==> config.mk <==
export PLATFORM = sky130hd
export DESIGN_NAME = apdu_command_length_parser_flat
export DESIGN_NICKNAME = d
export VERILOG_FILES = /design/src/hdl/acl_pkg.sv /design/src/hdl/acl_if.sv /design/src/hdl/acl_decode.sv /design/src/hdl/apdu_command_length_parser.sv /design/src/flat_wrapper.sv
export SDC_FILE = /design/constraint.sdc
export NUM_CORES = 1
export LEC_CHECK = 0
export BUFFER_PORTS_ARGS = -buffer_cell sky130_fd_sc_hd__buf_2
export CAP_MARGIN = 25
export CORE_MARGIN = 1
export CORE_UTILIZATION = 50
export DETAILED_ROUTE_END_ITERATION = 6
export MAX_ROUTING_LAYER = met4
export PLACE_DENSITY = 0.79
export SLEW_MARGIN = 0
export SYNTH_ARGS = -nofsm -noshare
export SYNTH_HDL_FRONTEND = slang
export SYNTH_SLANG_ARGS = --single-unit
==> constraint.sdc <==
create_clock -name clk -period 4.2 [get_ports clk]
set_clock_uncertainty 0.2 [all_clocks]
set_input_delay 0.42 -clock clk [delete_from_list [all_inputs] [get_ports clk]]
set_output_delay 0.42 -clock clk [all_outputs]
set_load 0.02 [all_outputs]
==> src/hdl/acl_pkg.sv <==
// ----------------------------------------------------------------------------
// APDU command length parser package
// Shared widths, constants, register indexes and the frame and descriptor
// types of the command frame length parser.
// ----------------------------------------------------------------------------
package acl_pkg;

  localparam int unsigned BYTE_W     = 8;
  localparam int unsigned COUNT_W    = 17;
  localparam int unsigned LEN_W      = 17;
  localparam int unsigned LC_W       = 16;
  localparam int unsigned OFFSET_W   = 3;
  localparam int unsigned CFG_IDX_W  = 1;
  localparam int unsigned HDR_BYTES  = 4;
  localparam int unsigned LEN_BYTES  = 3;

  localparam logic [COUNT_W-1:0]  COUNT_MAX          = 17'h1FFFF;
  localparam logic [COUNT_W-1:0]  HEADER_COUNT       = 17'd4;
  localparam logic [COUNT_W-1:0]  SHORT_LE_COUNT     = 17'd5;
  localparam logic [COUNT_W-1:0]  EXT_LE_COUNT       = 17'd7;
  localparam logic [COUNT_W-1:0]  EXT_BODY_EXTRA     = 17'd7;
  localparam logic [COUNT_W-1:0]  EXT_LE_EXTRA       = 17'd9;
  localparam logic [COUNT_W-1:0]  SHORT_BODY_EXTRA   = 17'd5;
  localparam logic [COUNT_W-1:0]  SHORT_LE_EXTRA     = 17'd6;
  localparam logic [LEN_W-1:0]    SHORT_LE_DEFAULT   = 17'h00100;
  localparam logic [LEN_W-1:0]    FRAME_OVERHEAD     = 17'd7;
  localparam logic [OFFSET_W-1:0] OFFSET_NONE        = 3'd0;
  localparam logic [OFFSET_W-1:0] OFFSET_SHORT       = 3'd5;
  localparam logic [OFFSET_W-1:0] OFFSET_EXTENDED    = 3'd7;
  localparam logic [BYTE_W-1:0]   EXT_MARK           = 8'h00;

  localparam logic [LEN_W-1:0]    MAX_COMMAND_RESET  = 17'd1024;
  localparam logic [LEN_W-1:0]    MAX_RESPONSE_RESET = 17'd65536;

  localparam logic [CFG_IDX_W-1:0] CFG_MAX_COMMAND_LEN  = 1'b0;
  localparam logic [CFG_IDX_W-1:0] CFG_MAX_RESPONSE_LEN = 1'b1;

  localparam logic STATUS_OK        = 1'b0;
  localparam logic STATUS_WRONG_LEN = 1'b1;

  typedef struct packed {
    logic [COUNT_W-1:0]                count;
    logic [HDR_BYTES-1:0][BYTE_W-1:0]  hdr;
    logic [LEN_BYTES-1:0][BYTE_W-1:0]  len;
    logic [BYTE_W-1:0]                 prev;
    logic [BYTE_W-1:0]                 cur;
  } acl_frame_t;

  typedef struct packed {
    logic                status;
    logic [BYTE_W-1:0]   class_byte;
    logic [BYTE_W-1:0]   instruction;
    logic [BYTE_W-1:0]   param_one;
    logic [BYTE_W-1:0]   param_two;
    logic [LC_W-1:0]     command_length;
    logic [LEN_W-1:0]    expected_length;
    logic                extended_flag;
    logic [OFFSET_W-1:0] data_start;
  } acl_desc_t;

endpackage

==> src/hdl/acl_if.sv <==
// ----------------------------------------------------------------------------
// APDU command length parser channels
// Valid/ready channels for command bytes, descriptors and register writes.
// ----------------------------------------------------------------------------
interface acl_byte_if
  import acl_pkg::*;
();
  logic              valid;
  logic              ready;
  logic [BYTE_W-1:0] data_byte;
  logic              last_byte;

  modport source (output valid, output data_byte, output last_byte, input ready);
  modport sink   (input valid, input data_byte, input last_byte, output ready);
endinterface

interface acl_desc_if
  import acl_pkg::*;
();
  logic                valid;
  logic                ready;
  logic                status;
  logic [BYTE_W-1:0]   class_byte;
  logic [BYTE_W-1:0]   instruction;
  logic [BYTE_W-1:0]   param_one;
  logic [BYTE_W-1:0]   param_two;
  logic [LC_W-1:0]     command_length;
  logic [LEN_W-1:0]    expected_length;
  logic                extended_flag;
  logic [OFFSET_W-1:0] data_start;

  modport source (output valid, output status, output class_byte, output instruction,
                  output param_one, output param_two, output command_length,
                  output expected_length, output extended_flag, output data_start,
                  input ready);
  modport sink   (input valid, input status, input class_byte, input instruction,
                  input param_one, input param_two, input command_length,
                  input expected_length, input extended_flag, input data_start,
                  output ready);
endinterface

interface acl_cfg_if
  import acl_pkg::*;
();
  logic                 valid;
  logic                 ready;
  logic [CFG_IDX_W-1:0] index;
  logic [LEN_W-1:0]     data;

  modport source (output valid, output index, output data, input ready);
  modport sink   (input valid, input index, input data, output ready);
endinterface

==> src/hdl/acl_decode.sv <==
// ----------------------------------------------------------------------------
// APDU frame decoder
// Classifies a captured frame into the header-only, short and extended length
// cases, checks it against the command limit and builds the command descriptor.
// ----------------------------------------------------------------------------
module acl_decode
  import acl_pkg::*;
(
  input  acl_frame_t       frame,
  input  logic [LEN_W-1:0] max_command_len,
  input  logic [LEN_W-1:0] max_response_len,
  output acl_desc_t        desc
);

  logic [COUNT_W-1:0]  n;
  logic [BYTE_W-1:0]   b4;
  logic [LC_W-1:0]     pair56;
  logic [LC_W-1:0]     pair_tail;
  logic [LEN_W-1:0]    limit;
  logic                ok;
  logic [LC_W-1:0]     lc;
  logic [LEN_W-1:0]    le;
  logic                ext;
  logic [OFFSET_W-1:0] ds;

  always_comb begin
    n         = frame.count;
    b4        = frame.len[0];
    pair56    = {frame.len[1], frame.len[2]};
    pair_tail = {frame.prev, frame.cur};
    ok        = 1'b1;
    lc        = '0;
    le        = '0;
    ext       = 1'b0;
    ds        = OFFSET_NONE;

    if (n < HEADER_COUNT) begin
      ok = 1'b0;
    end else if (n == HEADER_COUNT) begin
      ok = 1'b1;
    end else if (b4 == EXT_MARK) begin
      if (n == SHORT_LE_COUNT) begin
        le = SHORT_LE_DEFAULT;
      end else if (n == EXT_LE_COUNT) begin
        le  = (pair56 == '0) ? max_response_len : {1'b0, pair56};
        ext = 1'b1;
      end else if (n > EXT_LE_COUNT) begin
        lc  = pair56;
        ext = 1'b1;
        ds  = OFFSET_EXTENDED;
        if (n == {1'b0, pair56} + EXT_BODY_EXTRA) begin
          le = '0;
        end else if (n == {1'b0, pair56} + EXT_LE_EXTRA) begin
          le = (pair_tail == '0) ? max_response_len : {1'b0, pair_tail};
        end else begin
          ok = 1'b0;
        end
      end else begin
        ok = 1'b0;
      end
    end else begin
      if (n == SHORT_LE_COUNT) begin
        le = {9'b0, b4};
      end else begin
        lc = {8'b0, b4};
        ds = OFFSET_SHORT;
        if (n == {9'b0, b4} + SHORT_BODY_EXTRA) begin
          le = '0;
        end else if (n == {9'b0, b4} + SHORT_LE_EXTRA) begin
          le = (frame.cur == '0) ? SHORT_LE_DEFAULT : {9'b0, frame.cur};
        end else begin
          ok = 1'b0;
        end
      end
    end

    limit = (max_command_len >= FRAME_OVERHEAD) ? max_command_len - FRAME_OVERHEAD : '0;
    if ({1'b0, lc} > limit) begin
      ok = 1'b0;
    end

    desc = '0;
    if (!ok) begin
      desc.status = STATUS_WRONG_LEN;
    end else begin
      desc.status          = STATUS_OK;
      desc.class_byte      = frame.hdr[0];
      desc.instruction     = frame.hdr[1];
      desc.param_one       = frame.hdr[2];
      desc.param_two       = frame.hdr[3];
      desc.command_length  = lc;
      desc.expected_length = le;
      desc.extended_flag   = ext;
      desc.data_start      = ds;
    end
  end

endmodule

==> src/hdl/apdu_command_length_parser.sv <==
// ----------------------------------------------------------------------------
// APDU command length parser
// Collects command frame bytes and gives one length descriptor per frame.
//
//   Channel  Role   Handshake     Payload
//   cmd      sink   valid/ready   data_byte, last_byte
//   desc     source valid/ready   status, header fields, lengths, flag, offset
//   cfg      sink   valid/ready   index, data (ready is always high)
//
// One byte is taken every cycle while cmd.ready is high. A last byte is captured
// into the frame register, then decoded and loaded into the descriptor register
// once that register is empty or being read. Reset clears the frame state and
// loads the default limits. When the descriptor register is held, the frame
// register fills and cmd.ready drops until it drains.
// ----------------------------------------------------------------------------
module apdu_command_length_parser
  import acl_pkg::*;
(
  input  logic  clk,
  input  logic  rst,
  acl_byte_if.sink   cmd,
  acl_desc_if.source desc,
  acl_cfg_if.sink    cfg
);

  logic [LEN_W-1:0]                 max_command_len;
  logic [LEN_W-1:0]                 max_response_len;
  logic [COUNT_W-1:0]               byte_count;
  logic [COUNT_W-1:0]               byte_count_next;
  logic [HDR_BYTES-1:0][BYTE_W-1:0] header_bytes;
  logic [HDR_BYTES-1:0][BYTE_W-1:0] header_bytes_next;
  logic [LEN_BYTES-1:0][BYTE_W-1:0] length_bytes;
  logic [LEN_BYTES-1:0][BYTE_W-1:0] length_bytes_next;
  logic [BYTE_W-1:0]                prior_byte;
  acl_frame_t                       frame;
  logic                             frame_valid;
  acl_desc_t                        decoded;
  acl_desc_t                        result;
  logic                             result_valid;
  logic                             cmd_take;
  logic                             frame_adv;

  assign cfg.ready = 1'b1;
  assign frame_adv = frame_valid && (!result_valid || desc.ready);
  assign cmd.ready = !frame_valid || frame_adv;
  assign cmd_take  = cmd.valid && cmd.ready;

  always_ff @(posedge clk) begin
    if (rst) begin
      max_command_len  <= MAX_COMMAND_RESET;
      max_response_len <= MAX_RESPONSE_RESET;
    end else if (cfg.valid) begin
      unique case (cfg.index)
        CFG_MAX_COMMAND_LEN:  max_command_len  <= cfg.data;
        CFG_MAX_RESPONSE_LEN: max_response_len <= cfg.data;
        default: ;
      endcase
    end
  end

  always_comb begin
    header_bytes_next = header_bytes;
    length_bytes_next = length_bytes;
    if (byte_count < HEADER_COUNT) begin
      header_bytes_next[byte_count[1:0]] = cmd.data_byte;
    end else if (byte_count < EXT_LE_COUNT) begin
      length_bytes_next[byte_count[1:0]] = cmd.data_byte;
    end
    byte_count_next = (byte_count < COUNT_MAX) ? byte_count + 1'b1 : byte_count;
  end

  always_ff @(posedge clk) begin
    if (rst) begin
      byte_count   <= '0;
      header_bytes <= '0;
      length_bytes <= '0;
      prior_byte   <= '0;
    end else if (cmd_take) begin
      if (cmd.last_byte) begin
        byte_count   <= '0;
        header_bytes <= '0;
        length_bytes <= '0;
        prior_byte   <= '0;
      end else begin
        byte_count   <= byte_count_next;
        header_bytes <= header_bytes_next;
        length_bytes <= length_bytes_next;
        prior_byte   <= cmd.data_byte;
      end
    end
  end

  always_ff @(posedge clk) begin
    if (rst) begin
      frame_valid <= 1'b0;
    end else if (cmd_take && cmd.last_byte) begin
      frame_valid <= 1'b1;
    end else if (frame_adv) begin
      frame_valid <= 1'b0;
    end
  end

  always_ff @(posedge clk) begin
    if (cmd_take && cmd.last_byte) begin
      frame.count <= byte_count_next;
      frame.hdr   <= header_bytes_next;
      frame.len   <= length_bytes_next;
      frame.prev  <= prior_byte;
      frame.cur   <= cmd.data_byte;
    end
  end

  acl_decode u_decode (
    .frame            (frame),
    .max_command_len  (max_command_len),
    .max_response_len (max_response_len),
    .desc             (decoded)
  );

  always_ff @(posedge clk) begin
    if (rst) begin
      result_valid <= 1'b0;
    end else if (frame_adv) begin
      result_valid <= 1'b1;
    end else if (desc.ready) begin
      result_valid <= 1'b0;
    end
  end

  always_ff @(posedge clk) begin
    if (frame_adv) begin
      result <= decoded;
    end
  end

  assign desc.valid           = result_valid;
  assign desc.status          = result.status;
  assign desc.class_byte      = result.class_byte;
  assign desc.instruction     = result.instruction;
  assign desc.param_one       = result.param_one;
  assign desc.param_two       = result.param_two;
  assign desc.command_length  = result.command_length;
  assign desc.expected_length = result.expected_length;
  assign desc.extended_flag   = result.extended_flag;
  assign desc.data_start      = result.data_start;

  a_frame_held: assert property (@(posedge clk) disable iff (rst)
    frame_valid && !frame_adv |=> frame_valid && $stable(frame))
    else $error("Captured frame was lost while the descriptor register was held.");

  a_state_cleared: assert property (@(posedge clk) disable iff (rst)
    cmd_take && cmd.last_byte |=> byte_count == '0 && prior_byte == '0)
    else $error("Frame state was not cleared after the last byte.");

  a_wrong_len_zero: assert property (@(posedge clk) disable iff (rst)
    result_valid && result.status == STATUS_WRONG_LEN |->
      result.command_length == '0 && result.expected_length == '0 &&
      result.data_start == OFFSET_NONE && result.extended_flag == 1'b0)
    else $error("Wrong length descriptor carries nonzero fields.");

  a_offset_legal: assert property (@(posedge clk) disable iff (rst)
    result_valid |-> result.data_start == OFFSET_NONE ||
      result.data_start == OFFSET_SHORT || result.data_start == OFFSET_EXTENDED)
    else $error("Descriptor data offset is not none, short or extended.");

  a_count_saturates: assert property (@(posedge clk) disable iff (rst)
    cmd_take && !cmd.last_byte && byte_count == COUNT_MAX |=> byte_count == COUNT_MAX)
    else $error("Byte count wrapped past its maximum.");

endmodule

==> src/flat_wrapper.sv <==
// flat-port wrapper written by rule: the top's interface ports become plain ports
module apdu_command_length_parser_flat import acl_pkg::*;
  (clk, rst, cmd_valid, cmd_data_byte, cmd_last_byte, cmd_ready, desc_valid, desc_status, desc_class_byte, desc_instruction, desc_param_one, desc_param_two, desc_command_length, desc_expected_length, desc_extended_flag, desc_data_start, desc_ready, cfg_valid, cfg_index, cfg_data, cfg_ready);
  acl_byte_if cmd_i ();
  acl_desc_if desc_i ();
  acl_cfg_if cfg_i ();
  input  logic clk;
  input  logic rst;
  input wire logic [$bits(cmd_i.valid)-1:0] cmd_valid;
  input wire logic [$bits(cmd_i.data_byte)-1:0] cmd_data_byte;
  input wire logic [$bits(cmd_i.last_byte)-1:0] cmd_last_byte;
  output wire logic [$bits(cmd_i.ready)-1:0] cmd_ready;
  output wire logic [$bits(desc_i.valid)-1:0] desc_valid;
  output wire logic [$bits(desc_i.status)-1:0] desc_status;
  output wire logic [$bits(desc_i.class_byte)-1:0] desc_class_byte;
  output wire logic [$bits(desc_i.instruction)-1:0] desc_instruction;
  output wire logic [$bits(desc_i.param_one)-1:0] desc_param_one;
  output wire logic [$bits(desc_i.param_two)-1:0] desc_param_two;
  output wire logic [$bits(desc_i.command_length)-1:0] desc_command_length;
  output wire logic [$bits(desc_i.expected_length)-1:0] desc_expected_length;
  output wire logic [$bits(desc_i.extended_flag)-1:0] desc_extended_flag;
  output wire logic [$bits(desc_i.data_start)-1:0] desc_data_start;
  input wire logic [$bits(desc_i.ready)-1:0] desc_ready;
  input wire logic [$bits(cfg_i.valid)-1:0] cfg_valid;
  input wire logic [$bits(cfg_i.index)-1:0] cfg_index;
  input wire logic [$bits(cfg_i.data)-1:0] cfg_data;
  output wire logic [$bits(cfg_i.ready)-1:0] cfg_ready;
  assign cmd_i.valid = cmd_valid;
  assign cmd_i.data_byte = cmd_data_byte;
  assign cmd_i.last_byte = cmd_last_byte;
  assign cmd_ready = cmd_i.ready;
  assign desc_valid = desc_i.valid;
  assign desc_status = desc_i.status;
  assign desc_class_byte = desc_i.class_byte;
  assign desc_instruction = desc_i.instruction;
  assign desc_param_one = desc_i.param_one;
  assign desc_param_two = desc_i.param_two;
  assign desc_command_length = desc_i.command_length;
  assign desc_expected_length = desc_i.expected_length;
  assign desc_extended_flag = desc_i.extended_flag;
  assign desc_data_start = desc_i.data_start;
  assign desc_i.ready = desc_ready;
  assign cfg_i.valid = cfg_valid;
  assign cfg_i.index = cfg_index;
  assign cfg_i.data = cfg_data;
  assign cfg_ready = cfg_i.ready;
  apdu_command_length_parser u_core (.clk(clk), .rst(rst), .cmd(cmd_i), .desc(desc_i), .cfg(cfg_i));
endmodule
== After elaboration in Yosys (flattened, before gate mapping) ==
Index checks and enable logic that the tools add are counted.

* Word-level logic and storage cells: 131
* Input port bits: 32
* Bits in registers: 276
* Output and inout bits: 73

* Order comparisons: 9
* $add $sub $neg: 6
* Bitwise logic cells: 3
* Equal/unequal tests: 7
* Reduce and logical (&&, ||, !) cells: 18
* Mux-type cells: 56

{| class="wikitable"
|+ Operators by type and width
! cell !! number
|-
| 17-bit 2-to-1 mux || 11
|-
| 16-bit 2-to-1 mux || 6
|-
| 24-bit 2-to-1 mux || 3
|-
| 32-bit 2-to-1 mux || 2
|-
| 17-bit by 3-bit equality test with 1-bit output (second input constant) || 3
|-
| 17-bit by 3-bit < comparator with 1-bit output (second input constant) || 3
|-
| 9-bit 2-to-1 mux || 4
|-
| 17-bit equality test || 2
|-
| 17-bit by 9-bit equality test with 1-bit output || 2
|-
| 32-bit bitwise mux || 1
|-
| 16-bit zero test || 2
|-
| 24-bit bitwise mux || 1
|-
| 8-bit 2-to-1 mux || 3
|-
| 1-bit 2-to-1 mux || 19
|-
| 8-bit by 3-bit adder with 9-bit output (second input constant) || 2
|-
| 16-bit by 3-bit adder with 17-bit output (second input constant) || 1
|-
| 16-bit by 4-bit adder with 17-bit output (second input constant) || 1
|-
| 17-bit by 1-bit adder with 17-bit output (second input constant) || 1
|-
| 17-bit by 3-bit >= comparator with 1-bit output (second input constant) || 1
|-
| 16-bit by 17-bit greater-than comparator with 1-bit output || 1
|-
| 17-bit by 3-bit greater-than comparator with 1-bit output (second input constant) || 1
|-
| 17-bit < comparator (second input constant) || 1
|-
| 17-bit by 3-bit subtractor with 17-bit output (second input constant) || 1
|-
| 8-bit demux with 2-bit select || 1
|-
| other kinds (12) || 26
|}

== Depth between registers and ports, before layout ==
* Depth in word-level cells: 13
* Gate-level depth with buffers: 19
* Mapped depth without buffers: 15

== By module ==
Synthesis repeated with hierarchy kept, for this count alone.

* Cell total of the unflattened synthesis: 1462
* Area, all modules: 14830.5 µm²

{| class="wikitable"
|+ By module, submodules not included
! module !! times used !! sequential area each (µm²) !! cells each !! area an instance (µm²)
|-
| apdu_command_length_parser || 1 || 7116.8 || 820 || 10744.1
|-
| acl_decode || 1 || 0.0 || 642 || 4086.4
|}

== Worst setup path after synthesis ==
OpenSTA, ideal clock, no wires.

* Kind: register to register
* Start point: register u_core.result_valid, in the netlist u_core.desc.valid
* End point: register u_core.result (netlist bit u_core.desc.class_byte[0]) (enable)
* Clock period less this slack: 4.316 ns
* Required time: 3.495 ns
* Path buffers: 0
* Path slack: -0.116 ns
* Data arrival time: 3.611 ns
* Library setup time: 0.505 ns
* Cell stages (with the launch flop): 3
* Cell sequence: dfxtp_1 > nor2b_1 > nor2b_1

* Cells in the longest elaborated chain, start to end: 3

{| class="wikitable"
|+ Ends and longest elaborated chain
! item !! line !! RTL
|-
| from (decl) || apdu_command_length_parser.sv:39 || <nowiki>logic result_valid;</nowiki>
|-
| from (signal assigned) || apdu_command_length_parser.sv:122 || <nowiki>result_valid <= 1'b0;</nowiki>
|-
| from (signal assigned) || apdu_command_length_parser.sv:124 || <nowiki>result_valid <= 1'b1;</nowiki>
|-
| from (signal assigned) || apdu_command_length_parser.sv:126 || <nowiki>result_valid <= 1'b0;</nowiki>
|-
| 1-bit zero test || apdu_command_length_parser.sv:44 || <nowiki>assign frame_adv = frame_valid && (!result_valid || desc.ready);</nowiki>
|-
| 1-bit logical OR || apdu_command_length_parser.sv:44 ||
|-
| 1-bit logical AND || apdu_command_length_parser.sv:44 ||
|-
| net u_core.frame_adv || apdu_command_length_parser.sv:41 || <nowiki>logic frame_adv;</nowiki>
|-
| to (signal assigned) || apdu_command_length_parser.sv:132 || <nowiki>result <= decoded;</nowiki>
|-
| to (decl) || apdu_command_length_parser.sv:38 || <nowiki>acl_desc_t result;</nowiki>
|}

The timed path passes the listed nets, and every way through them passes these cells.
A chain may end at the register's enable or synchronous reset.

== Worst setup path after layout ==
* Start point: register u_core.frame[33] (netlist name)
* End point: register u_core.result (netlist bit u_core.desc.expected_length[16]), data pin

* Cells in the longest elaborated chain, start to end: 13
* Elaborated cells on any way between the ends: 30
* Classes of those cells: add/sub (2); order compare (1); eq/ne (2); mux (22); bitwise (1); reduce/logical (2)

{| class="wikitable"
|+ Ends and longest elaborated chain
! item !! line !! RTL
|-
| 16-bit by 4-bit adder with 17-bit output || acl_decode.sv:53 || <nowiki>end else if (n == {1'b0, pair56} + EXT_LE_EXTRA) begin</nowiki>
|-
| 17-bit equality test || acl_decode.sv:53 ||
|-
| 1-bit 2-to-1 mux || acl_decode.sv:53 ||
|-
| 1-bit 2-to-1 mux || acl_decode.sv:51 || <nowiki>if (n == {1'b0, pair56} + EXT_BODY_EXTRA) begin</nowiki>
|-
| 1-bit 2-to-1 mux || acl_decode.sv:47 || <nowiki>end else if (n > EXT_LE_COUNT) begin</nowiki>
|-
| 1-bit 2-to-1 mux || acl_decode.sv:44 || <nowiki>end else if (n == EXT_LE_COUNT) begin</nowiki>
|-
| 1-bit 2-to-1 mux || acl_decode.sv:42 || <nowiki>if (n == SHORT_LE_COUNT) begin</nowiki>
|-
| 1-bit 2-to-1 mux || acl_decode.sv:41 || <nowiki>end else if (b4 == EXT_MARK) begin</nowiki>
|-
| 1-bit 2-to-1 mux || acl_decode.sv:39 || <nowiki>end else if (n == HEADER_COUNT) begin</nowiki>
|-
| 1-bit 2-to-1 mux || acl_decode.sv:37 || <nowiki>if (n < HEADER_COUNT) begin</nowiki>
|-
| 1-bit 2-to-1 mux || acl_decode.sv:78 || <nowiki>if ({1'b0, lc} > limit) begin</nowiki>
|-
| 1-bit NOT (no source line) || -- ||
|-
| 3-bit OR reduction (no source line) || -- ||
|}

Parallel ways exist; a longest one is shown, timed or not.

==> metrics.md <==
| Metric | Value |
|---|---|
| Starting Density | around half |
| Post-synth top flop | edfxtp_1 |
| Number of CTS-inserted buffers | 26 |
| Worst Reg-to-Reg Cells | 12 |
| Syn nets | roughly 1400 |
| F_max | 0.243 GHz |
| Reg2Reg Setup Slack | 90 ps |
| Mapped Cells | between 1000 and 1500 |
| IO buf count | between 100 and 150 |
| Crit path cell chain | buf_4, ha_1, a21oi_1, nor3_1, xor2_1, nor4_1, nand4_1, nand2b_1, buf_4, a211oi_4, buf_12, o2111a_1 |
| # setup viols final | 0 |
| Worst-path clk slew | ~70 ps |
| Count leader, synth | edfxtp_1 |
| Pre-antenna DRT Iters | 7 |
| CTS sink cnt | between 200 and 300 |
| Die ar. | between 20000 and 30000 µm² |
| Final Net Count | between 1500 and 2000 |
| Fillers | roughly 2200 |
| DPL Wire Length | roughly 25 mm |
| DRC viols | 0 |
| Endpoint type of the worst setup path | register |
| Syn Area/Cell | 10.1 µm² |
| ANT nets after route | 0 |
| Synth area leaders | edfxtp_1 35%, dfxtp_1 17%, mux2_2 4.8% |
| Post-synth ARST share | 0% |
| Total negative setup slack | 0 ps |
| Grt ovf | 0 |
| CP max stage delay | roughly 590 ps |
| YS warnings | 0 |
| Min cycle time layout | approximately 4000 ps |
| Die Wd | between 150 and 200 µm |
| Final WL | around 37 mm |
| EDFF count, synth | between 150 and 200 |
| Adder-Cell Fraction of Synth Area | under 10% |
| CTS tree | yes |
| FF-to-FF End | u_core.desc.expected_length[16] |
| Total GRT Usage | between 20% and 30% |
| Share of layout cells above drive strength 1 | between 20% and 30% |
| P&R area growth vs syn | 16.4% |
| Placer Congestion | roughly 1.0 |
| Leakage | 0.00598 µW |
| RR Startpoint | u_core.frame[33] |
| Pwr/cell area | 369 nW/µm² |
| Fin crit share | 97.8% |
| Clock Latency Late Sink | 560 ps |
| Initial antenna violation count | 1 |
| Final instance area | between 15000 and 20000 µm² |
| Synth top area share | 34.6% |
| Compound-cell area share of the yosys netlist | about 14% |
| Post-CTS Setup Bufs | 0 |
| Post-synthesis mux area share | 5.05% |
| Clk root buf | clkbuf_16 |
| Run status | finished clean |
| Critical Path AT | about 4300 ps |
| Critical path startpoint | u_core.frame[33] |
| Critical Path Sink | u_core.desc.expected_length[16] |
| Slowest CP cell | a21oi_1 |
| DP Area | 14800 µm² |
| Final Hold Fails | 0 |
| Unrepaired setup endpoints after global routing | no |
| Die Span Y | 168 µm |
| Library cells used by synthesis | 65 |
| Slew @ Worst Pin | slightly above 1000 ps |
| Leading area contributor after synthesis | edfxtp_1 |
| Syn Std Cell Area | about 14000 µm² |
| Avg WL per Cell | 20.1 µm |
| Worst-path fanout max | 38 |
| DRT iter0 DRCs | 1331 |
| Data required, critical path | about 4400 ps |
| Top Ports | about 110 |
| Peak supply drop | 0.394 mV |
| Maxcap violations | 0 |
| Core Region | around 27000 µm² |
| Standard-cell rows | 60 |
| WP buf/inv | 3 |
| Post-synthesis register bit count | about 280 |
| Critical Path Source Type | register |
| Maximum number of pins on one net before global-route repair | 88 |
| Largest family of logic cells by synthesized area | simple AND/OR/NAND/NOR gates |
| Final Util | roughly three fifths |
| Hold WC Path Type | in -> reg |
| Vias | 11200 |
| Max Root-Sink Buffers | 3 |
| DR vias/cell | between 6 and 7 |
| Critical Path Stages | 12 |
| Post-Synth Simple-Gate Area | approximately a fifth |
| Max_slew headroom | a little under a third |
| Synth cell count leaders | 158 x edfxtp_1, 149 x nor2_1, 122 x nand2_1 |
| Htree depth | 1 |
| Top delay family on crit path | compound AO/OA/AOI/OAI gates |
| Total power | approximately 5900 µW |
| Slew Limit Fails | 0 |
| Critical path class | reg -> reg |
| Number of global-route vias before repair | about 11000 |
| First-pass GRT wire length | 57.8 mm |
| Cell mode on critical path | buf_4 |
| Part of the Yosys area used for sequential elements | between 50% and 60% |
| Post-Synth XOR/XNOR Area | under 10% |
[worst reg2reg max path: cells and delay by family (launching register included)]
family | cells | cell delay [ps]
AO/OA/AOI/OAI | 3 | 1110
AND/OR/NAND/NOR | 4 | 1070
buffers and inverters | 3 | 660
flip-flops | 1 | 510
adder cells (fa/ha/maj) | 1 | 250
XOR/XNOR | 1 | 170
[state kept, by name (all words and copies together), names as in the netlist, 8 cells and up]
name / flops
u_core.byte_count: 17
u_core.max_response_len: 17
u_core.max_command_len: 17
u_core.desc.expected_length: 17
u_core.desc.command_length: 16
u_core.desc.instruction: 8
u_core.desc.param_two: 8
u_core.desc.param_one: 8
u_core.length_bytes: 24
u_core.prior_byte: 8
u_core.frame: 89
u_core.desc.class_byte: 8
u_core.header_bytes: 32
[cell families (layout without fill, tap and decap cells)]
logic type,count (synthesis),after routing
compound gates,293,293
xor+xnor,71,71
fa+ha+maj,28,28
buf+inv,120,259
flops,275,275
mux,62,62
other cells,1,3
simple gates,516,516
[layout make-up]
class | instances | area [µm²] | share of cell area [%]
inverter | 24 | 91.3 | 0.572
clock inverter | 9 | 130 | 0.814
antenna | 2 | 5.00 | 0.0313
multi-input combinational | 971 | 6230 | 39.0
tap | 341 | 427 | 2.67
timing repair buffer | 187 | 1240 | 7.78
clock buffer | 39 | 759 | 4.75
sequential | 275 | 7090 | 44.4
[report_power, final]
part	switching [µW]	internal, µW
Clock	1030	1390
Combinational	320	184
Sequential	59.3	2920
[layer usage]
layer,wire (µm),global-route usage (%),vias to the layer above
li1,-,-,5194
met1,15500,34.6,5309
met2,17500,43.0,538
met3,2630,3.59,113
met4,1540,10.5,0
met5,0,-,-
[layout by cell type (no fill, tap or decap), drive strengths merged, types with 4 or more instances in the layout]
| cell | instances |
|---|---|
| ha | 28 |
| a211oi | 4 |
| edfxtp | 158 |
| and4 | 4 |
| clkbuf | 39 |
| or4 | 5 |
| and3 | 16 |
| nor2 | 150 |
| xnor2 | 34 |
| nor3 | 29 |
| inv | 26 |
| o32a | 11 |
| dfxtp | 117 |
| buf | 169 |
| a22oi | 77 |
| and2 | 64 |
| mux2 | 58 |
| or2 | 4 |
| xor2 | 37 |
| o2111ai | 4 |
| nor4 | 31 |
| nand4 | 25 |
| a31oi | 11 |
| clkinv | 5 |
| nand2b | 4 |
| nand3b | 4 |
| a21o | 11 |
| nand3 | 24 |
| or3 | 10 |
| nor2b | 17 |
| o21ai | 42 |
| mux2i | 4 |
| a211o | 5 |
| a21oi | 107 |
| dlygate4sd3 | 18 |
| nand2 | 122 |
[stage by stage]
stage | setup WS, ps | instances | hold WS [ps]
after detailed placement | 67.7 | 1779 | 219
final | 90.8 | 1848 | 40.1
after global placement | 107 | 1776 | 217
after floorplan | 104 | 1366 | 209
after global routing | 8.20 | 1848 | 39.4
after CTS | 44.9 | 1845 | 18.6
[how the worst min path moves through the flow]
stage	from	end	slack (ps)	cells past startpoint
CTS	cfg_index	u_core.max_command_len[3]	20	4
detailed placement	u_core.prior_byte[1]	u_core.frame[9]	220	0
global placement	u_core.prior_byte[0]	u_core.frame[8]	220	0
global route	cmd_data_byte[5]	u_core.frame[5]	40	1
floorplan	u_core.prior_byte[2]	u_core.frame[10]	210	0
finish	cfg_index	u_core.max_command_len[3]	40	4
[repair_timing]
item,CTS,global route
setup endpoints to repair,0,69
gates resized for setup,0,13
hold buffers,18,0
hold endpoints to repair,34,0
(Power assumes the default switching activity.)
